<file path="config.mk">
export PLATFORM = sky130hd
export DESIGN_NAME = rtc_datetime_to_epoch
export DESIGN_NICKNAME = d
export VERILOG_FILES = /design/src/design/rte_pkg.sv /design/src/design/rtc_datetime_to_epoch.sv
export SDC_FILE = /design/constraint.sdc
export NUM_CORES = 1
export LEC_CHECK = 0
export ABC_AREA = 1
export BUFFER_PORTS_ARGS = -buffer_cell sky130_fd_sc_hd__buf_2
export CORE_UTILIZATION = 45
export DETAILED_ROUTE_END_ITERATION = 6
export GPL_TIMING_DRIVEN = 0
export MAX_ROUTING_LAYER = met4
export SLEW_MARGIN = 25
export SYNTH_ARGS = -nofsm -noshare
export SYNTH_HDL_FRONTEND = slang
export SYNTH_SLANG_ARGS = --single-unit
</file>
<file path="constraint.sdc">
create_clock -name clk -period 9.2 [get_ports clk]
set_clock_uncertainty 0.05 [all_clocks]
set_input_delay 1.84 -clock clk [delete_from_list [all_inputs] [get_ports clk]]
set_output_delay 1.84 -clock clk [all_outputs]
set_load 0.01 [all_outputs]
</file>
<file path="src/design/rte_pkg.sv">
// Shared types, constants and calendar tables for the datetime-to-epoch converter.
// No dependencies; imported by rtc_datetime_to_epoch and rte_checker.
package rte_pkg;

    // Configuration register indexes (byte address = 4 * index)
    typedef enum logic [1:0] {
        REG_MIN_YEAR      = 2'd0,
        REG_MAX_YEAR      = 2'd1,
        REG_INVALID_STAMP = 2'd2
    } reg_idx_t;

    localparam logic [15:0] MIN_YEAR_RST      = 16'd2024;
    localparam logic [15:0] MAX_YEAR_RST      = 16'd2099;
    localparam logic [31:0] INVALID_STAMP_RST = 32'd0;

    // Era arithmetic. Year is biased by one era (+400) so every value stays
    // non-negative; the bias is folded back into DAY_OFFSET.
    localparam logic [16:0] YEAR_BIAS    = 17'd400;
    localparam logic [17:0] DAYS_PER_ERA = 18'd146097;
    localparam logic [26:0] DAY_OFFSET   = 27'd865565;   // 719468 + 146097
    // floor(x / 25) for x < 2^13 as (x * RECIP_25) >> 17
    localparam logic [12:0] RECIP_25     = 13'd5243;
    localparam logic [16:0] SECS_PER_DAY = 17'd86400;

    // Cycles from an accepted start to its done strobe
    localparam int unsigned LATENCY = 6;

    // Lowest day number a plausible word can carry (0000-01-01)
    localparam logic signed [25:0] MIN_DAY_NUMBER = -26'sd719528;

    // Days in month for a common year; zero for a bad month code
    function automatic logic [4:0] month_len(input logic [7:0] month);
        logic [4:0] len;
        case (month)
            8'd1, 8'd3, 8'd5, 8'd7, 8'd8, 8'd10, 8'd12: len = 5'd31;
            8'd4, 8'd6, 8'd9, 8'd11:                     len = 5'd30;
            8'd2:                                        len = 5'd28;
            default:                                     len = 5'd0;
        endcase
        return len;
    endfunction

    // Day of the March-based year on which a month starts, (153*mp+2)/5
    function automatic logic [8:0] month_start(input logic [7:0] month);
        logic [8:0] start_day;
        case (month)
            8'd3:    start_day = 9'd0;
            8'd4:    start_day = 9'd31;
            8'd5:    start_day = 9'd61;
            8'd6:    start_day = 9'd92;
            8'd7:    start_day = 9'd122;
            8'd8:    start_day = 9'd153;
            8'd9:    start_day = 9'd184;
            8'd10:   start_day = 9'd214;
            8'd11:   start_day = 9'd245;
            8'd12:   start_day = 9'd275;
            8'd1:    start_day = 9'd306;
            8'd2:    start_day = 9'd337;
            default: start_day = 9'd0;
        endcase
        return start_day;
    endfunction

endpackage

</file>
<file path="src/design/rtc_datetime_to_epoch.sv">
// Calendar reading to Unix time converter: six-stage pipeline plus APB config registers.
// Depends on rte_pkg (register indexes, calendar tables, era constants).
//
// One calendar reading is taken on every cycle that start is high; busy is always
// low. Each word leaves the register stages on plausible/day_number/epoch_seconds
// in order, marked by a one-cycle done strobe; the receiver cannot stall,
// so nothing is buffered. The six register stages are: input capture, year
// division by 400 and range checks, year-of-era and day-of-year, day-of-era and
// era days, day number, and the output word after the 86400-second multiply. A
// reading that fails the checks gives plausible = 0, day_number = 0 and
// epoch_seconds = invalid_stamp. The registers min_year, max_year, invalid_stamp
// (0x0, 0x4, 0x8) must be written only with no word in flight; unchecked by the block.
module rtc_datetime_to_epoch
    import rte_pkg::*;
(
    input  logic               clk,
    input  logic               rst_n,
    // APB config port
    input  logic               psel,
    input  logic               penable,
    input  logic               pwrite,
    input  logic [3:0]         paddr,
    input  logic [31:0]        pwdata,
    output logic [31:0]        prdata,
    output logic               pready,
    // command channel
    input  logic               start,
    output logic               busy,
    input  logic [15:0]        cal_year,
    input  logic [7:0]         cal_month,
    input  logic [7:0]         cal_day,
    input  logic [7:0]         cal_hour,
    input  logic [7:0]         cal_minute,
    input  logic [7:0]         cal_second,
    // result channel
    output logic               done,
    output logic               plausible,
    output logic signed [25:0] day_number,
    output logic [31:0]        epoch_seconds
);

    // ------------------------------------------------------------------
    // Config registers
    // ------------------------------------------------------------------
    logic [15:0] min_year_reg;
    logic [15:0] max_year_reg;
    logic [31:0] invalid_stamp_reg;
    logic        cfg_wr;
    reg_idx_t    cfg_idx;

    assign pready  = 1'b1;
    assign cfg_wr  = psel & penable & pwrite;
    assign cfg_idx = reg_idx_t'(paddr[3:2]);

    always_ff @(posedge clk or negedge rst_n)
    begin
        if (!rst_n)
        begin
            min_year_reg      <= MIN_YEAR_RST;
            max_year_reg      <= MAX_YEAR_RST;
            invalid_stamp_reg <= INVALID_STAMP_RST;
        end
        else if (cfg_wr)
        begin
            case (cfg_idx)
                REG_MIN_YEAR:      min_year_reg      <= pwdata[15:0];
                REG_MAX_YEAR:      max_year_reg      <= pwdata[15:0];
                REG_INVALID_STAMP: invalid_stamp_reg <= pwdata;
                default:           ;
            endcase
        end
    end

    // register readback
    always_comb
    begin
        case (cfg_idx)
            REG_MIN_YEAR:      prdata = {16'd0, min_year_reg};
            REG_MAX_YEAR:      prdata = {16'd0, max_year_reg};
            REG_INVALID_STAMP: prdata = invalid_stamp_reg;
            default:           prdata = 32'd0;
        endcase
    end

    // full rate, never stalls
    assign busy = 1'b0;

    // ------------------------------------------------------------------
    // Stage A: capture the reading
    // ------------------------------------------------------------------
    logic        a_vld_reg;
    logic [15:0] a_year_reg;
    logic [7:0]  a_month_reg, a_day_reg, a_hour_reg, a_min_reg, a_sec_reg;

    always_ff @(posedge clk or negedge rst_n)
    begin
        if (!rst_n)
            a_vld_reg <= 1'b0;
        else
            a_vld_reg <= start & ~busy;
    end

    always_ff @(posedge clk)
    begin
        a_year_reg  <= cal_year;
        a_month_reg <= cal_month;
        a_day_reg   <= cal_day;
        a_hour_reg  <= cal_hour;
        a_min_reg   <= cal_minute;
        a_sec_reg   <= cal_second;
    end

    // biased March-based year and its era, era = ypl / 400 = (ypl >> 4) / 25
    logic        a_jan_feb;
    logic [16:0] a_ypl;
    logic [25:0] a_q_prod;
    logic [7:0]  b_q_next;
    logic        b_ok_next;
    logic        b_feb29_next;
    logic [16:0] b_tod_next;
    logic [4:0]  a_mlen;

    assign a_jan_feb = (a_month_reg <= 8'd2);
    assign a_ypl     = {1'b0, a_year_reg} + YEAR_BIAS - {16'd0, a_jan_feb};
    assign a_q_prod  = 26'(a_ypl[16:4]) * 26'(RECIP_25);
    assign b_q_next  = a_q_prod[24:17];

    // range checks; the 29th of February waits for the leap test
    assign a_mlen       = month_len(a_month_reg);
    assign b_feb29_next = (a_month_reg == 8'd2) && (a_day_reg == 8'd29);
    assign b_ok_next    = (a_year_reg >= min_year_reg) && (a_year_reg <= max_year_reg)
                        && (a_day_reg != 8'd0)
                        && ((a_day_reg <= {3'd0, a_mlen}) || b_feb29_next)
                        && (a_hour_reg <= 8'd23) && (a_min_reg <= 8'd59)
                        && (a_sec_reg <= 8'd59);
    // wraps only for garbage inputs, which are masked later
    assign b_tod_next   = 17'(17'(a_hour_reg) * 17'd3600 + 17'(a_min_reg) * 17'd60
                        + 17'(a_sec_reg));

    // ------------------------------------------------------------------
    // Stage B: year of era and day of year
    // ------------------------------------------------------------------
    logic        b_vld_reg;
    logic [16:0] b_ypl_reg;
    logic [7:0]  b_q_reg;
    logic [7:0]  b_month_reg, b_day_reg;
    logic        b_ok_reg, b_feb29_reg;
    logic [16:0] b_tod_reg;

    always_ff @(posedge clk or negedge rst_n)
    begin
        if (!rst_n)
            b_vld_reg <= 1'b0;
        else
            b_vld_reg <= a_vld_reg;
    end

    always_ff @(posedge clk)
    begin
        b_ypl_reg   <= a_ypl;
        b_q_reg     <= b_q_next;
        b_month_reg <= a_month_reg;
        b_day_reg   <= a_day_reg;
        b_ok_reg    <= b_ok_next;
        b_feb29_reg <= b_feb29_next;
        b_tod_reg   <= b_tod_next;
    end

    logic [16:0] b_yoe_full;
    logic [8:0]  c_yoe_next;
    logic [8:0]  c_doy_next;

    assign b_yoe_full = b_ypl_reg - 17'(17'(b_q_reg) * 17'd400);
    assign c_yoe_next = b_yoe_full[8:0];
    assign c_doy_next = 9'(month_start(b_month_reg) + 9'(b_day_reg) - 9'd1);

    // ------------------------------------------------------------------
    // Stage C: day of era, era days and leap check
    // ------------------------------------------------------------------
    logic        c_vld_reg;
    logic [8:0]  c_yoe_reg, c_doy_reg;
    logic [7:0]  c_q_reg;
    logic        c_ok_reg, c_feb29_reg;
    logic [16:0] c_tod_reg;

    always_ff @(posedge clk or negedge rst_n)
    begin
        if (!rst_n)
            c_vld_reg <= 1'b0;
        else
            c_vld_reg <= b_vld_reg;
    end

    always_ff @(posedge clk)
    begin
        c_yoe_reg   <= c_yoe_next;
        c_doy_reg   <= c_doy_next;
        c_q_reg     <= b_q_reg;
        c_ok_reg    <= b_ok_reg;
        c_feb29_reg <= b_feb29_reg;
        c_tod_reg   <= b_tod_reg;
    end

    // For February the calendar year equals yoe + 1 modulo 400
    logic [9:0]  c_cal_mod;
    logic        c_leap;
    logic [1:0]  c_cent;
    logic [17:0] d_doe_next;
    logic [24:0] d_era_next;
    logic        d_ok_next;

    assign c_cal_mod = {1'b0, c_yoe_reg} + 10'd1;
    assign c_leap    = (c_cal_mod[1:0] == 2'b00)
                     && !((c_cal_mod == 10'd100) || (c_cal_mod == 10'd200)
                          || (c_cal_mod == 10'd300));

    // yoe / 100 over 0..399
    always_comb
    begin
        if (c_yoe_reg >= 9'd300)
            c_cent = 2'd3;
        else if (c_yoe_reg >= 9'd200)
            c_cent = 2'd2;
        else if (c_yoe_reg >= 9'd100)
            c_cent = 2'd1;
        else
            c_cent = 2'd0;
    end

    assign d_doe_next = 18'(18'(c_yoe_reg) * 18'd365) + 18'(c_yoe_reg[8:2])
                      - 18'(c_cent) + 18'(c_doy_reg);
    assign d_era_next = 25'(25'(c_q_reg) * 25'(DAYS_PER_ERA));
    assign d_ok_next  = c_ok_reg && (!c_feb29_reg || c_leap);

    // ------------------------------------------------------------------
    // Stage D: day number
    // ------------------------------------------------------------------
    logic        d_vld_reg;
    logic [17:0] d_doe_reg;
    logic [24:0] d_era_reg;
    logic        d_ok_reg;
    logic [16:0] d_tod_reg;

    always_ff @(posedge clk or negedge rst_n)
    begin
        if (!rst_n)
            d_vld_reg <= 1'b0;
        else
            d_vld_reg <= c_vld_reg;
    end

    always_ff @(posedge clk)
    begin
        d_doe_reg <= d_doe_next;
        d_era_reg <= d_era_next;
        d_ok_reg  <= d_ok_next;
        d_tod_reg <= c_tod_reg;
    end

    logic [26:0] d_days_full;
    assign d_days_full = 27'(d_era_reg) + 27'(d_doe_reg) - DAY_OFFSET;

    // ------------------------------------------------------------------
    // Stage E: seconds = days * 86400 + time of day, modulo 2^32
    // ------------------------------------------------------------------
    logic               e_vld_reg;
    logic signed [25:0] e_days_reg;
    logic               e_ok_reg;
    logic [16:0]        e_tod_reg;

    always_ff @(posedge clk or negedge rst_n)
    begin
        if (!rst_n)
            e_vld_reg <= 1'b0;
        else
            e_vld_reg <= d_vld_reg;
    end

    always_ff @(posedge clk)
    begin
        e_days_reg <= d_days_full[25:0];
        e_ok_reg   <= d_ok_reg;
        e_tod_reg  <= d_tod_reg;
    end

    logic [31:0] e_days_ext;
    logic [31:0] epoch_next;
    logic [25:0] day_number_next;

    assign e_days_ext      = {{6{e_days_reg[25]}}, e_days_reg};
    assign epoch_next      = e_ok_reg
                           ? 32'(e_days_ext * 32'(SECS_PER_DAY) + 32'(e_tod_reg))
                           : invalid_stamp_reg;
    assign day_number_next = e_ok_reg ? e_days_reg : 26'd0;

    // output word register
    logic               done_reg;
    logic               plausible_reg;
    logic signed [25:0] day_number_reg;
    logic [31:0]        epoch_reg;

    always_ff @(posedge clk or negedge rst_n)
    begin
        if (!rst_n)
            done_reg <= 1'b0;
        else
            done_reg <= e_vld_reg;
    end

    always_ff @(posedge clk)
    begin
        plausible_reg  <= e_ok_reg;
        day_number_reg <= day_number_next;
        epoch_reg      <= epoch_next;
    end

    assign done          = done_reg;
    assign plausible     = plausible_reg;
    assign day_number    = day_number_reg;
    assign epoch_seconds = epoch_reg;

endmodule

</file>
==> impl_metrics.toml <==
[synthesis]
ys_types = 59
synthCells = 3288
ys_seq_area_share_pct = 28.8
syn_area_mm2 = 0.0287
synth_nets = 4070
yosys_most_used_dff = "dfxtp_1"
ys_seq_elements = 395
postSynth.asyncResetShare_pct = 17.7
synth_edf_count = 0
yosys_warnings = 0
avgSynthCellArea_um2 = 8.73

[placement]
io_buffers = 187
gp_congestion = 0.894
hpwl_um = 53800

[die]
core_area_mm2 = 0.0631
die_y_um = 255
num_rows = 92
num_io_pins = 192
die_w_um = 255
dieArea_mm2 = 0.0648
start_util_pct = 45.5

[sta]
final_hold_viol_count = 0
worst_pin_slew_ns = 0.873
fmax_mhz = 131
finalCriticalPeriod_ns = 7.63
rsz0062_at_grt = "false"
tns_ns = 0
setup_viol = 0
min_period_over_period_pct = 82.9
max-slew-margin-rel_pct = 41.3
drv_slew = 0

[cts]
clock-sinks = 395
cts.path.max_buffers = 3
clk_pin_slew_ns = 0.06
numCtsBuffers = 42
root_buffer = "clkbuf_16"
hold_buffers = 0
cts_tree = "yes"
htree_num_levels = 2
cts_setup_buffers = 0
clock_latency_ns = 0.59
cts_resized = 0

[final_layout]
finalNetCount = 4302
area_growth_pct = 12.5
final_util_pct = 51.2
diodes = 0
drive_above_1_share_pct = 9.43

[critical_path]
crit_top_cell = "inv_1"
crit_path_top_delay_cell = "fa_1"
critPathBufInv = 6
cp-start-kind = "flip-flop"
path_max_fanout = 6
critPathTopFamily = "adder cells"
crit_path_max_incr_delay_ns = 0.60
end_kind = "flip-flop"
crit_type = "flip-flop to flip-flop"
required_ns = 9.61
cp.arrival_ns = 8.04

[routing]
route.antenna.remaining_nets = 0
vias_per_cell = 4.69
drt_iter0_drc = 1023
drcViolationCount = 0
vias = 20600
dr.pass1.iters = 5
wirelength_um = 63200
avgRoutedWirePerCell_um = 14.4

[hold_path]
worstHoldPathType = "flip-flop to flip-flop"

[grt]
grt_max_degree = 46
track_usage_pct = 20.9
grt_pass1_wl_um = 103000
antenna_found_initial = 1
grt_overflow = 0
grt_pass1_vias = 20200

[job]
maxCapViolCount = 0

[run_status]
status = "completed"
-- cells by family after synthesis --
kind of cell	Yosys count	share of synthesized area (%)
mux	1	0.0392
xor+xnor	164	5.03
compound gates	411	8.02
other cells	2	0.0262
buf+inv	825	10.8
simple gates	806	12.0
fa+ha+maj	684	35.3
flops	395	28.8
-- final cells by class --
cell class	count	area, µm²
buffer	28	118
clock buffer	50	1140
clock inverter	28	417
fill	6130	30800
inverter	797	2990
multi-input combinational	2068	17300
sequential	395	8270
tap	846	1060
timing repair buffer	188	966
-- synthesized netlist by cell type (all sizes together), types with 16 or more instances --
cell / n / area share [%]
dfxtp: 325 / 23
xor2: 110 / 3.4
clkbuf: 22 / 0.29
a21oi: 180 / 3.2
o21ai: 146 / 2.6
nor2: 143 / 2.1
nand4: 30 / 0.65
fa: 208 / 15
ha: 476 / 21
inv: 793 / 10
xnor2: 54 / 1.6
dfrtp: 58 / 5.1
nand3: 85 / 1.6
nand2: 511 / 6.8
o211ai: 16 / 0.42
nor3: 18 / 0.35
-- path summary, 6_finish.rpt --
| path | endpoint | from | slack [ns] | depth (start not counted) |
|---|---|---|---|---|
| max in group asynchronous | max_year_reg[11] | rst_n | 7.36 | 2 |
| worst max register to register | b_q_reg[5] | a_month_reg[1] | 1.57 | 32 |
| worst max-delay path | b_q_reg[5] | a_month_reg[1] | 1.57 | 32 |
| worst min-delay path | c_yoe_reg[1] | b_ypl_reg[1] | 0.27 | 0 |
| worst min register to register | c_yoe_reg[1] | b_ypl_reg[1] | 0.27 | 0 |
| min in group asynchronous | b_vld_reg | rst_n | 1.11 | 1 |
-- layer usage --
layer	GRT usage (%)	vias up	part of all wire, %
met4	3.82	0	1.3
met2	33.3	362	45
met3	2.12	55	4.0
li1	-	10700	-
met5	-	-	0
met1	28.9	9501	49
-- layout by cell type, fill, tap and decap left out, types with 12 or more instances in the layout --
| cell type | instances |
|---|---|
| xnor2_1 | 54 |
| o21ai_0 | 135 |
| inv_1 | 785 |
| ha_1 | 476 |
| nor3_1 | 16 |
| buf_2 | 187 |
| o221ai_1 | 13 |
| dfrtp_1 | 58 |
| clkbuf_1 | 26 |
| o211ai_1 | 16 |
| a21oi_1 | 177 |
| nand2_1 | 495 |
| a21o_1 | 13 |
| nor2_1 | 130 |
| dfstp_2 | 12 |
| fa_1 | 208 |
| clkbuf_16 | 44 |
| nand3_1 | 82 |
| dfxtp_1 | 325 |
| nand4_1 | 30 |
| nand2_2 | 16 |
| xor2_1 | 109 |
-- metrics by stage --
stage / hold slack, ns / setup slack, ns / instances / instance area [µm²]
6_report: 0.271 / 1.57 / 4400 / 32300
5_1_grt: 0.277 / 0.974 / 4400 / 32300
4_1_cts: 0.271 / 1.53 / 4400 / 32300
3_5_place_dp: 0.262 / 1.52 / 4322 / 30700
3_3_place_gp: 0.260 / 1.59 / 4321 / 30700
2_1_floorplan: 0.260 / 2.64 / 3288 / 28700
Power is left out: the tool's default activity adds up to more than one toggle a clock period on the data nets, which glitch-free logic cannot reach.
